$ cat src/design/crcfm_pkg.sv
// shared types, status codes and the byte-wide crc-16 update for the framed message checker
// no dependencies; imported by every module of the block
package crcfm_pkg;

    localparam logic [7:0]  START_BYTE = 8'h01;
    localparam logic [15:0] CRC_POLY   = 16'h1021;
    localparam logic [15:0] CRC_INIT   = 16'hFFFF;
    localparam logic [7:0]  MIN_LENGTH = 8'd6;
    localparam logic [7:0]  LAST_POS   = 8'd255;

    typedef enum logic [1:0] {
        STATUS_OK        = 2'd0,
        STATUS_BAD_START = 2'd1,
        STATUS_BAD_LEN   = 2'd2,
        STATUS_BAD_CRC   = 2'd3
    } crcfm_status_t;

    typedef enum logic {
        KIND_PAYLOAD = 1'b0,
        KIND_REPORT  = 1'b1
    } crcfm_kind_t;

    typedef struct packed {
        logic       valid;
        logic [7:0] data;
        logic       last;
    } crcfm_beat_t;

    typedef struct packed {
        logic          valid;
        crcfm_kind_t   kind;
        logic [7:0]    payload;
        crcfm_status_t status;
        logic [7:0]    msg_type;
        logic [7:0]    option;
        logic [7:0]    count;
    } crcfm_result_t;

    // reflected-input byte update, msb-first shift
    function automatic logic [15:0] crc_feed(input logic [15:0] crc, input logic [7:0] b);
        logic [7:0]  r;
        logic [15:0] x;
        for (int i = 0; i < 8; i++)
        begin
            r[7 - i] = b[i];
        end
        x = crc ^ {r, 8'h00};
        for (int i = 0; i < 8; i++)
        begin
            if (x[15])
            begin
                x = {x[14:0], 1'b0} ^ CRC_POLY;
            end
            else
            begin
                x = {x[14:0], 1'b0};
            end
        end
        return x;
    endfunction

endpackage

$ cat src/design/crcfm_in_reg.sv
// input register for received bytes, stalls only while its beat cannot move on
// depends on crcfm_pkg
module crcfm_in_reg
    import crcfm_pkg::*;
(
    input  logic        clk,
    input  logic        rst_n,
    input  logic [7:0]  data_byte,
    input  logic        frame_end,
    input  logic        item_valid,
    output logic        item_stall,
    input  logic        advance,
    output crcfm_beat_t beat
);

    logic       valid_reg;
    logic       valid_next;
    logic [7:0] data_reg;
    logic       last_reg;

    assign item_stall = valid_reg && !advance;
    assign valid_next = item_stall ? valid_reg : item_valid;

    always_ff @(posedge clk or negedge rst_n)
    begin
        if (!rst_n)
        begin
            valid_reg <= 1'b0;
        end
        else
        begin
            valid_reg <= valid_next;
        end
    end

    always_ff @(posedge clk)
    begin
        if (item_valid && !item_stall)
        begin
            data_reg <= data_byte;
            last_reg <= frame_end;
        end
    end

    assign beat.valid = valid_reg;
    assign beat.data  = data_reg;
    assign beat.last  = last_reg;

endmodule

$ cat src/design/crcfm_frame_ctrl.sv
// frame tracking state, crc accumulation and per-beat result decision
// depends on crcfm_pkg
module crcfm_frame_ctrl
    import crcfm_pkg::*;
(
    input  logic          clk,
    input  logic          rst_n,
    input  crcfm_beat_t   beat,
    input  logic          advance,
    output crcfm_result_t res
);

    logic [7:0]  pos_reg,  pos_next;
    logic        ovf_reg,  ovf_next;
    logic [7:0]  len_reg,  len_next;
    logic        sok_reg,  sok_next;
    logic [15:0] crc_reg,  crc_next;
    logic [7:0]  crcl_reg, crcl_next;
    logic [7:0]  type_reg, type_next;
    logic [7:0]  opt_reg,  opt_next;

    logic          step;
    logic [7:0]  b;
    logic [7:0]  dl;
    logic        sok;
    logic [7:0]  typ;
    logic [7:0]  opt;
    logic [8:0]  pos_p2;
    logic [8:0]  pos_p1;
    logic        before_crc;
    logic        feed;
    crcfm_status_t status;

    assign step   = beat.valid && advance;
    assign b      = beat.data;
    assign dl     = (!ovf_reg && pos_reg == 8'd1) ? b : len_reg;
    assign sok    = (!ovf_reg && pos_reg == 8'd0) ? (b == START_BYTE) : sok_reg;
    assign typ    = (!ovf_reg && pos_reg == 8'd2) ? b : type_reg;
    assign opt    = (!ovf_reg && pos_reg == 8'd3) ? b : opt_reg;
    assign pos_p2 = {1'b0, pos_reg} + 9'd2;
    assign pos_p1 = {1'b0, pos_reg} + 9'd1;
    assign before_crc = pos_p2 < {1'b0, dl};
    assign feed   = !ovf_reg && (pos_reg < 8'd2 || before_crc);

    always_comb
    begin
        if (!sok)
        begin
            status = STATUS_BAD_START;
        end
        else if (ovf_reg || pos_p1 != {1'b0, dl} || dl < MIN_LENGTH)
        begin
            status = STATUS_BAD_LEN;
        end
        else if (crc_reg[7:0] != crcl_reg || crc_reg[15:8] != b)
        begin
            status = STATUS_BAD_CRC;
        end
        else
        begin
            status = STATUS_OK;
        end
    end

    always_comb
    begin
        res          = '0;
        res.kind     = KIND_PAYLOAD;
        res.status   = STATUS_OK;
        pos_next     = pos_reg;
        ovf_next     = ovf_reg;
        len_next     = len_reg;
        sok_next     = sok_reg;
        crc_next     = crc_reg;
        crcl_next    = crcl_reg;
        type_next    = type_reg;
        opt_next     = opt_reg;
        if (step)
        begin
            if (beat.last)
            begin
                res.valid  = 1'b1;
                res.kind   = KIND_REPORT;
                res.status = status;
                if (status == STATUS_OK)
                begin
                    res.msg_type = typ;
                    res.option   = opt;
                    res.count    = dl - MIN_LENGTH;
                end
                pos_next  = '0;
                ovf_next  = 1'b0;
                len_next  = '0;
                sok_next  = 1'b0;
                crc_next  = CRC_INIT;
                crcl_next = '0;
                type_next = '0;
                opt_next  = '0;
            end
            else
            begin
                if (feed)
                begin
                    crc_next = crc_feed(crc_reg, b);
                end
                if (!ovf_reg && pos_reg >= 8'd2 && pos_p2 == {1'b0, dl})
                begin
                    crcl_next = b;
                end
                len_next  = dl;
                sok_next  = sok;
                type_next = typ;
                opt_next  = opt;
                if (ovf_reg || pos_reg == LAST_POS)
                begin
                    ovf_next = 1'b1;
                end
                else
                begin
                    pos_next = pos_p1[7:0];
                end
                if (sok && !ovf_reg && pos_reg >= 8'd4 && before_crc)
                begin
                    res.valid   = 1'b1;
                    res.payload = b;
                end
            end
        end
    end

    always_ff @(posedge clk or negedge rst_n)
    begin
        if (!rst_n)
        begin
            pos_reg  <= '0;
            ovf_reg  <= 1'b0;
            len_reg  <= '0;
            sok_reg  <= 1'b0;
            crc_reg  <= CRC_INIT;
            crcl_reg <= '0;
            type_reg <= '0;
            opt_reg  <= '0;
        end
        else
        begin
            pos_reg  <= pos_next;
            ovf_reg  <= ovf_next;
            len_reg  <= len_next;
            sok_reg  <= sok_next;
            crc_reg  <= crc_next;
            crcl_reg <= crcl_next;
            type_reg <= type_next;
            opt_reg  <= opt_next;
        end
    end

endmodule

$ cat src/design/crcfm_out_reg.sv
// result register holding one beat until the receiver takes it
// depends on crcfm_pkg
module crcfm_out_reg
    import crcfm_pkg::*;
(
    input  logic          clk,
    input  logic          rst_n,
    input  crcfm_result_t res,
    output logic          advance,
    output logic          result_valid,
    input  logic          result_stall,
    output logic          result_kind,
    output logic [7:0]    payload_byte,
    output logic [1:0]    frame_status,
    output logic [7:0]    frame_type,
    output logic [7:0]    frame_option,
    output logic [7:0]    payload_count
);

    logic          valid_reg;
    logic          valid_next;
    crcfm_result_t data_reg;

    assign advance    = !valid_reg || !result_stall;
    assign valid_next = advance ? res.valid : valid_reg;

    always_ff @(posedge clk or negedge rst_n)
    begin
        if (!rst_n)
        begin
            valid_reg <= 1'b0;
        end
        else
        begin
            valid_reg <= valid_next;
        end
    end

    always_ff @(posedge clk)
    begin
        if (advance && res.valid)
        begin
            data_reg <= res;
        end
    end

    assign result_valid  = valid_reg;
    assign result_kind   = data_reg.kind;
    assign payload_byte  = data_reg.payload;
    assign frame_status  = data_reg.status;
    assign frame_type    = data_reg.msg_type;
    assign frame_option  = data_reg.option;
    assign payload_count = data_reg.count;

endmodule

$ cat src/design/crc_framed_message_checker_core.sv
// framed message checker: start, length and crc-16 check with payload pass-through
// input beat: data_byte plus frame_end marking the last byte of a frame
// result beat: either one passed-on payload byte or one end-of-frame report
// both channels use valid/stall; a beat moves when valid is high and stall low
// frame: 0x01, total length, type, option, payload, crc-16 low byte then high byte
// payload bytes are passed on before the frame is checked; drop them on a bad report
// each result passes through the input register and then the result register
// throughput: one byte per cycle while the receiver does not stall, set by the byte-wide
// crc update between the input register and the result register
// bytes that cause no result (header, crc low byte) pass through and produce nothing
// receiver stall holds the result register; the input register keeps one more
// beat and then item_stall rises, so nothing is lost
// reset clears all frame state; crc starts at 0xffff, the next byte is a start byte
// depends on crcfm_pkg, crcfm_in_reg, crcfm_frame_ctrl, crcfm_out_reg
module crc_framed_message_checker_core
    import crcfm_pkg::*;
(
    input  logic       clk,
    input  logic       rst_n,
    input  logic       item_valid,
    output logic       item_stall,
    input  logic [7:0] data_byte,
    input  logic       frame_end,
    output logic       result_valid,
    input  logic       result_stall,
    output logic       result_kind,
    output logic [7:0] payload_byte,
    output logic [1:0] frame_status,
    output logic [7:0] frame_type,
    output logic [7:0] frame_option,
    output logic [7:0] payload_count
);

    crcfm_beat_t   beat;
    crcfm_result_t res;
    logic          advance;

    crcfm_in_reg u_in_reg (
        .clk        (clk),
        .rst_n      (rst_n),
        .data_byte  (data_byte),
        .frame_end  (frame_end),
        .item_valid (item_valid),
        .item_stall (item_stall),
        .advance    (advance),
        .beat       (beat)
    );

    crcfm_frame_ctrl u_frame_ctrl (
        .clk     (clk),
        .rst_n   (rst_n),
        .beat    (beat),
        .advance (advance),
        .res     (res)
    );

    crcfm_out_reg u_out_reg (
        .clk           (clk),
        .rst_n         (rst_n),
        .res           (res),
        .advance       (advance),
        .result_valid  (result_valid),
        .result_stall  (result_stall),
        .result_kind   (result_kind),
        .payload_byte  (payload_byte),
        .frame_status  (frame_status),
        .frame_type    (frame_type),
        .frame_option  (frame_option),
        .payload_count (payload_count)
    );

    a_beat_lands: assert property (@(posedge clk) disable iff (!rst_n)
        (item_valid && !item_stall) |=> beat.valid)
        else $error("accepted beat not held in input register");

    a_payload_clean: assert property (@(posedge clk) disable iff (!rst_n)
        (result_valid && result_kind == KIND_PAYLOAD) |->
        (frame_status == STATUS_OK && frame_type == 8'd0 &&
         frame_option == 8'd0 && payload_count == 8'd0))
        else $error("payload beat carries report fields");

    a_report_clean: assert property (@(posedge clk) disable iff (!rst_n)
        (result_valid && result_kind == KIND_REPORT) |-> payload_byte == 8'd0)
        else $error("report beat carries payload byte");

    a_count_range: assert property (@(posedge clk) disable iff (!rst_n)
        (result_valid && result_kind == KIND_REPORT && frame_status == STATUS_OK) |->
        payload_count <= 8'd249)
        else $error("payload count out of range on good frame");

endmodule

$ cat config.mk
export PLATFORM = sky130hd
export DESIGN_NAME = crc_framed_message_checker_core
export DESIGN_NICKNAME = d
export VERILOG_FILES = /design/src/design/crcfm_pkg.sv /design/src/design/crcfm_in_reg.sv /design/src/design/crcfm_frame_ctrl.sv /design/src/design/crcfm_out_reg.sv /design/src/design/crc_framed_message_checker_core.sv
export SDC_FILE = /design/constraint.sdc
export NUM_CORES = 1
export LEC_CHECK = 0
export ABC_AREA = 0
export BUFFER_PORTS_ARGS = -buffer_cell sky130_fd_sc_hd__clkbuf_2
export CORE_MARGIN = 4
export CORE_UTILIZATION = 35
export CTS_CLUSTER_DIAMETER = 200
export DETAILED_ROUTE_END_ITERATION = 10
export PLACE_DENSITY_LB_ADDON = 0.3
export SETUP_SLACK_MARGIN = 0.3
export SLEW_MARGIN = 20
export SYNTH_ARGS = -nofsm -noshare
export SYNTH_HDL_FRONTEND = slang
export SYNTH_SLANG_ARGS = --single-unit
$ cat constraint.sdc
create_clock -name clk -period 4.4 [get_ports clk]
set_input_delay 0.44 -clock clk [delete_from_list [all_inputs] [get_ports clk]]
set_output_delay 0.44 -clock clk [all_outputs]
set_load 0.005 [all_outputs]
==> PnR_summary.wiki, run 1 <==
{| class="wikitable"
! Metric !! Value
|-
| Finish-stage setup viols || 0
|-
| Sw frac || 34.3%
|-
| Setup repair after global routing missed its margin || yes
|-
| Top cells by area in the synthesized netlist || edfxtp_1, dfrtp_1, dfstp_2, xor2_1, nand2_1
|-
| Leading post-synthesis cells by instance count || nand2_1, a21oi_1, dfrtp_1, edfxtp_1, xor2_1
|-
| Met2 WL || 6570 um
|-
| Net count reported at finish || 626
|-
| Overall die height || 136 um
|-
| Critical Path AT || 3940 ps
|-
| Gates resized, CTS repair || 0
|-
| Number of buffers added on ports || 49
|-
| Placed cells || 807
|-
| Maximum number of pins on one net before global-route repair || 61
|-
| Post-cts hold buffer count || 0
|-
| Fin. Hold Viols || 0
|-
| Sum Neg Setup Slack || 0 ps
|-
| Global route total overflow || 0
|-
| Routed length per instance || 17.9 um
|-
| First-pass GRT wire length || 23700 um
|-
| Clk Latency, worst-skew pair || 360 ps
|-
| Final slew viol count || 0
|-
| Global router's overall resource usage || 16.5%
|-
| Vias || 4447
|-
| Overall routed net length || 14700 um
|-
| Clock root buffer || clkbuf_16
|-
| Post-synthesis share of cell area spent on and, or, nand and nor gates || 17.4%
|-
| Clock Sink Count || 104
|-
| Post-route worst hold slack || 232 ps
|-
| Most frequent cell after synthesis || nand2_1
|-
| Period utilization || 85.3%
|-
| Maximum fanout along the worst path || 22
|-
| Internal Pwr Total || 0.00208 W
|-
| Part of the total power dissipated in combinational logic || 29.5%
|-
| Number of DRC markers after the initial detailed-route iteration || 285
|-
| Clock transition at the register clock pins on the worst setup and hold paths after CTS || 70 ps
|-
| Dominant combinational cell family by area after synthesis || compound AO/OA/AOI/OAI gates
|-
| Mux contribution to synthesized area || 0.527%
|-
| Average instance area after synthesis || 10.2 um^2
|-
| Endpoint kind of the worst setup timing path || flip-flop
|-
| Number of ports placed on the die boundary || 50
|-
| Flip-flop count of the largest register, all copies and words added || 16
|-
| Status || finished, final reports clean
|-
| Initial Util || 35.7%
|-
| Number of unique standard cell types used by synthesis || 62
|-
| Wl on met1 || 7060 um
|-
| Most common flop cell mapped by yosys || edfxtp_1
|-
| Share of flip-flops with an asynchronous set or reset after synthesis || 57.7%
|-
| DRC violation count after routing || 0
|-
| Data required time of the worst path || 4590 ps
|-
| Flop pwr share || 42.8%
|-
| TritonCTS clock tree || built
|-
| Total of warnings raised by yosys || 0
|-
| Worst hold path type || in2async
|-
| Clock network power share || 27.8%
|-
| WS Path Type || reg2reg
|-
| Worst-case clock buffer depth || 2
|-
| Final estimated routing congestion in global placement || 0.896
|-
| CTS Buf Count || 9
|-
| Pwr per Cell Area || 488 mW/mm^2
|-
| Cell taking the most area after synthesis || edfxtp_1
|-
| Fraction of the mapped netlist area in adder cells || 2.42%
|-
| Cell count after synthesis || 560
|-
| Sum of net half-perimeters after detailed placement || 10400 um
|-
| Proportion of netlist area held by the largest area contributor || 23.2%
|-
| Core region area || 0.0159 mm^2
|-
| Fraction of the mapped netlist area in compound gates || 17.6%
|-
| Fraction of layout cells with a size suffix above 1 || 20.9%
|-
| Net Switching || 0.00108 W
|-
| Post-Synth XOR/XNOR Area || 7.99%
|-
| Post-synth EDFFs || 44
|-
| Minimum clock period after layout || 3750 ps
|-
| Final setup margin || 646 ps
|-
| Max-Slew Margin vs Limit || 34.8%
|-
| Worst VDD drop || 0.259 mV
|-
| Launching element type of the critical path || flip-flop
|-
| Worst clock skew || 8.47 ps
|-
| Highest metal used || met4
|-
| Highest Clock Rate || 266 MHz
|-
| Via count of the first global-routing pass || 4376
|-
| Initial antenna violation count || 0
|-
| Pre-CTS setup slack || 712 ps
|-
| Reported max-cap violation count || 0
|-
| Row count || 46
|-
| Post-synthesis instance area || 0.00570 mm^2
|-
| Post-synthesis to final-layout area growth || 13.7%
|-
| Die X-Extent || 136 um
|-
| Die area || 0.0184 mm^2
|-
| Slew of the pin with the lowest slew margin || 977 ps
|-
| Static Leakage || 2.56 nW
|-
| Number of iterations in the first detailed-routing pass || 5
|-
| Final antenna diode count || 0
|-
| Post-CTS setup buffers || 0
|-
| Post-route antenna net violation count || 0
|-
| Number of levels the H-tree was split into || 3
|-
| Final Non-Filler Cells || 823
|-
| Total length of routed met3 wires || 757 um
|-
| Synth Register Bits || 104
|-
| Via/cell ratio || 5.40
|-
| Sequential fraction of the synthesis area || 49.9%
|-
| Syn Nets || 584
|-
| Fin util || 40.6%
|}
## cells by family (layout without fill, tap and decap cells)
family / Yosys count / count (layout)
XOR/XNOR: 52 / 52
adder cells (fa/ha/maj): 11 / 11
AO/OA/AOI/OAI: 153 / 153
multiplexers: 3 / 3
AND/OR/NAND/NOR: 185 / 185
flip-flops: 104 / 104
buffers and inverters: 52 / 99
## worst paths after layout
| check | start | end | depth (start not counted) | slack (ps) |
|---|---|---|---|---|
| worst min-delay path | rst_n | u_frame_ctrl.len_reg[6] | 2 | 230 |
| worst max-delay path | u_frame_ctrl.pos_reg[1] | u_out_reg.payload_count[4] | 13 | 650 |
| min in group clk | data_byte[4] | u_in_reg.data_reg[4] | 1 | 260 |
| worst max register to register | u_frame_ctrl.pos_reg[1] | u_out_reg.payload_count[4] | 13 | 650 |
| worst min register to register | u_frame_ctrl.type_reg[1] | u_frame_ctrl.type_reg[1] | 2 | 490 |
| max in group asynchronous | rst_n | u_frame_ctrl.len_reg[4] | 2 | 3620 |
## area by class of cell
type | instances | area [um^2]
fillers | 1578 | 9460
flip-flops and latches | 104 | 2840
multi-input cells | 404 | 2620
repair buffers | 63 | 350
well taps | 216 | 270
clock buffers | 9 | 225
clock inverters | 7 | 100
inverters | 20 | 75.1
## metal layers
layer	up-vias	GRT usage, %
met2	164	25.7
met1	2165	22.8
met4	0	5.71
met3	28	3.86
met5	-	0
li1	2090	-
## metrics by stage
stage / total power [W] / cell area [um^2]
after floorplan: 0.00203 / 5700
after global placement: 0.00226 / 6150
after detailed placement: 0.00229 / 6150
after CTS: 0.00318 / 6480
after global routing: 0.00334 / 6480
final: 0.00316 / 6480
## power by group through the flow
| stage | registers (W) | clock network, W | logic [W] |
|---|---|---|---|
| detailed placement | 0.00137 | 0 | 0.000919 |
| global placement | 0.00136 | 0 | 0.000900 |
| global route | 0.00137 | 0.000938 | 0.00103 |
| floorplan | 0.00132 | 0 | 0.000713 |
| finish | 0.00135 | 0.000878 | 0.000932 |
| CTS | 0.00135 | 0.000899 | 0.000926 |
## worst max-delay path: stages, from the launching register on
cell and delay, ps:
dfrtp_1 440, inv_1 150, ha_1 190, nor3b_1 190
buf_4 160, and3_1 200, mux2i_1 310, inv_1 90
ha_1 320, nor4_1 320, mux2i_1 170, nor4_4 360
nand3_4 390, a211oi_1 280
## layout by cell type (no fill, tap or decap), drive strengths merged, types with 3 or more instances in the layout
| cell type | count |
|---|---|
| o31ai | 4 |
| mux2i | 3 |
| clkbuf | 58 |
| and4 | 3 |
| dfrtp | 44 |
| or3 | 4 |
| nand4 | 8 |
| nor3 | 8 |
| inv | 22 |
| and3 | 3 |
| xor2 | 32 |
| buf | 14 |
| xnor2 | 20 |
| a21boi | 12 |
| and2 | 10 |
| nor2 | 30 |
| edfxtp | 44 |
| a211oi | 4 |
| nand2 | 67 |
| dfstp | 16 |
| a32o | 4 |
| nand3 | 25 |
| a21oi | 63 |
| or2 | 3 |
| a22oi | 3 |
| o21ai | 34 |
| ha | 11 |
| nor4 | 9 |
| nor2b | 3 |
| nor3b | 3 |
| a22o | 16 |
Power figures use the tool's default switching activity.
==> inputs of run 2 (changes only) <==
--- a/config.mk
+++ b/config.mk
@@ -7,5 +7,4 @@
 export LEC_CHECK = 0
-export ABC_AREA = 0
 export BUFFER_PORTS_ARGS = -buffer_cell sky130_fd_sc_hd__clkbuf_2
-export CORE_MARGIN = 4
+export CORE_MARGIN = 1.5
 export CORE_UTILIZATION = 35
--- a/constraint.sdc
+++ b/constraint.sdc
@@ -3,2 +3,2 @@
 set_output_delay 0.44 -clock clk [all_outputs]
-set_load 0.005 [all_outputs]
+set_load 0.01 [all_outputs]
==> PnR_summary.wiki, run 2 (same netlist as run 1, synthesis figures left out) <==
{| class="wikitable"
! Metric !! Value
|-
| Worst VDD drop || 0.224 mV (was 0.259 mV)
|-
| Die area || 0.0171 mm^2 (was 0.0184 mm^2)
|-
| Initial antenna violation count || 0 (unchanged)
|-
| Crit-path slowest cell || dfrtp_1 (unchanged)
|-
| Clock root buffer || clkbuf_16 (unchanged)
|-
| Setup repair after global routing missed its margin || yes (unchanged)
|-
| Highest Clock Rate || 267 MHz (was 266 MHz)
|-
| Overall die height || 131 um (was 136 um)
|-
| Overall routed net length || 14700 um (about the same)
|-
| Reported max-cap violation count || 0 (unchanged)
|-
| Max-Slew Margin vs Limit || 47.5% (was 34.8%)
|-
| Via count of the first global-routing pass || 4214 (was 4376)
|-
| WS Path Type || reg2reg (unchanged)
|-
| Static Leakage || 2.55 nW (was 2.56 nW)
|-
| Fraction of layout cells with a size suffix above 1 || 20.7% (was 20.9%)
|-
| Met2 WL || 6520 um (was 6570 um)
|-
| Maximum number of pins on one net before global-route repair || 42 (was 61)
|-
| Clock Sink Count || 104 (unchanged)
|-
| Sum Neg Setup Slack || 0 ps (unchanged)
|-
| Global route total overflow || 0 (unchanged)
|-
| Maximum single-stage delay on the critical path || 440 ps (about the same)
|-
| Data required time of the worst path || 4580 ps (was 4590 ps)
|-
| Total placed instance area || 0.00615 mm^2 (about the same)
|-
| Maximum fanout along the worst path || 22 (unchanged)
|-
| Post-synthesis to final-layout area growth || 13.3% (was 13.7%)
|-
| Flip-flop count of the largest register, all copies and words added || 16 (unchanged)
|-
| Count of filler cells inserted in the layout || 1556 (was 1578)
|-
| Number of DRC markers after the initial detailed-route iteration || 357 (was 285)
|-
| Minimum clock period after layout || 3750 ps (about the same)
|-
| Most frequent standard cell in the layout excluding fill and tap cells || nand2_1 (unchanged)
|-
| Sum of net half-perimeters after detailed placement || 10500 um (was 10400 um)
|-
| Core region area || 0.0159 mm^2 (about the same)
|-
| Layout Cell Area excl Fill || 0.00646 mm^2 (was 0.00648 mm^2)
|-
| Multi-input gate area || 0.00262 mm^2 (unchanged)
|-
| Clock transition at the register clock pins on the worst setup and hold paths after CTS || 70 ps (about the same)
|-
| Worst clock skew || 9.56 ps (was 8.47 ps)
|-
| Highest metal used || met4 (unchanged)
|-
| Post-cts hold buffer count || 0 (unchanged)
|-
| Total length of routed met3 wires || 910 um (was 757 um)
|-
| Worst hold path type || in2async (unchanged)
|-
| Net count reported at finish || 624 (was 626)
|-
| Launch point of the worst reg-to-reg path || u_frame_ctrl.pos_reg[1] (unchanged)
|-
| Initial Util || 35.9% (was 35.7%)
|-
| Commonest non-fill, non-tap cells in the layout || nand2_1, clkbuf_2, a21oi_1 (unchanged)
|-
| Routed length per instance || 17.9 um (about the same)
|-
| TritonCTS clock tree || built (unchanged)
|-
| Via/cell ratio || 5.33 (was 5.40)
|-
| CTS Buf Count || 9 (unchanged)
|-
| Capture instance of the worst register-to-register path || u_out_reg.payload_count[4] (unchanged)
|-
| Number of ports placed on the die boundary || 50 (unchanged)
|-
| First-pass GRT wire length || 23500 um (was 23700 um)
|-
| Wl on met1 || 6950 um (was 7060 um)
|-
| Row count || 46 (unchanged)
|-
| Finish-stage setup viols || 0 (unchanged)
|-
| Critical Path AT || 3930 ps (was 3940 ps)
|-
| Area used by sequential logic in the layout || 0.00284 mm^2 (unchanged)
|-
| Number of levels the H-tree was split into || 3 (unchanged)
|-
| Final antenna diode count || 0 (unchanged)
|-
| Clk Latency, worst-skew pair || 360 ps (about the same)
|-
| Launching element type of the critical path || flip-flop (unchanged)
|-
| Period utilization || 85.2% (was 85.3%)
|-
| Pwr per Cell Area || 480 mW/mm^2 (was 488 mW/mm^2)
|-
| Vias || 4372 (was 4447)
|-
| Number of buffers added on ports || 49 (unchanged)
|-
| DRC violation count after routing || 0 (unchanged)
|-
| Endpoint kind of the worst setup timing path || flip-flop (unchanged)
|-
| Global router's overall resource usage || 18.4% (was 16.5%)
|-
| Worst-case clock buffer depth || 2 (unchanged)
|-
| Die X-Extent || 131 um (was 136 um)
|-
| Sequence of cells on the critical path || inv_1 > ha_1 > nor3b_1 > buf_4 > and3_1 > mux2i_1 > inv_1 > ha_1 > nor4b_1 > mux2i_1 > nor4_4 > nand3_4 > a211oi_1 (was inv_1 > ha_1 > nor3b_1 > buf_4 > and3_1 > mux2i_1 > inv_1 > ha_1 > nor4_1 > mux2i_1 > nor4_4 > nand3_4 > a211oi_1)
|-
| Status || finished, final reports clean (unchanged)
|-
| Slew of the pin with the lowest slew margin || 787 ps (was 977 ps)
|-
| Number of iterations in the first detailed-routing pass || 6 (was 5)
|-
| Gates resized, CTS repair || 0 (unchanged)
|-
| Post-CTS setup buffers || 0 (unchanged)
|-
| Fin. Hold Viols || 0 (unchanged)
|-
| Internal reg-to-reg setup slack || 650 ps (about the same)
|-
| Post-route antenna net violation count || 0 (unchanged)
|-
| Reg2Reg Depth || 13 (unchanged)
|-
| Final estimated routing congestion in global placement || 0.908 (was 0.896)
|-
| Final slew viol count || 0 (unchanged)
|}
[run 2: per-stage QoR]
step	power (W)	hold slack, ps	setup slack (ps)	utilization, %	instances
floorplan	0.00204	144	644	-	560
global placement	0.00227	462	799	38.7	805
detailed placement	0.00229	471	668	38.7	805
CTS	0.00312	98.0	635	40.6	821
global route	0.00329	108	262	40.6	821
finish	0.00310	74.7	652	40.6	821
[run 2: how the worst max path moves through the flow]
stage | startpoint | slack [ps] | cells past startpoint | end
3_3_place_gp | u_frame_ctrl.pos_reg[1] | 800 | 13 | u_out_reg.payload_count[4]
4_1_cts | u_frame_ctrl.pos_reg[1] | 640 | 13 | u_out_reg.payload_count[4]
2_1_floorplan | u_frame_ctrl.pos_reg[1] | 640 | 14 | u_out_reg.frame_option[0]
5_1_grt | u_frame_ctrl.pos_reg[1] | 260 | 13 | u_out_reg.payload_count[4]
6_report | u_frame_ctrl.pos_reg[1] | 650 | 13 | u_out_reg.payload_count[4]
3_5_place_dp | u_frame_ctrl.pos_reg[1] | 670 | 13 | u_out_reg.payload_count[4]
[run 2: where the power goes]
part	internal, W	switching (W)
clock	0.000449	0.000367
sequential	0.00120	0.000148
combinational	0.000372	0.000561
[run 2: worst max-delay path: cells and delay by family (launching register included)]
family | cells | cell delay, ps
flops | 1 | 440
mux | 2 | 480
compound gates | 1 | 290
simple gates | 5 | 1460
fa+ha+maj | 2 | 500
buf+inv | 3 | 400
[run 2: per-layer routing]
metal | vias up | track usage, %
li1 | 2082 | -
met1 | 2097 | 25.6
met2 | 172 | 28.4
met3 | 21 | 3.50
met4 | 0 | 6.92
met5 | - | 0
[run 2: area by class of cell]
type                    count  area share (%)
clock buffers              10            3.55
clock inverters             6            1.16
inverters                  20            1.16
multi-input cells         404            40.5
flip-flops and latches    104            44.0
well taps                 216            4.19
repair buffers             61            5.39
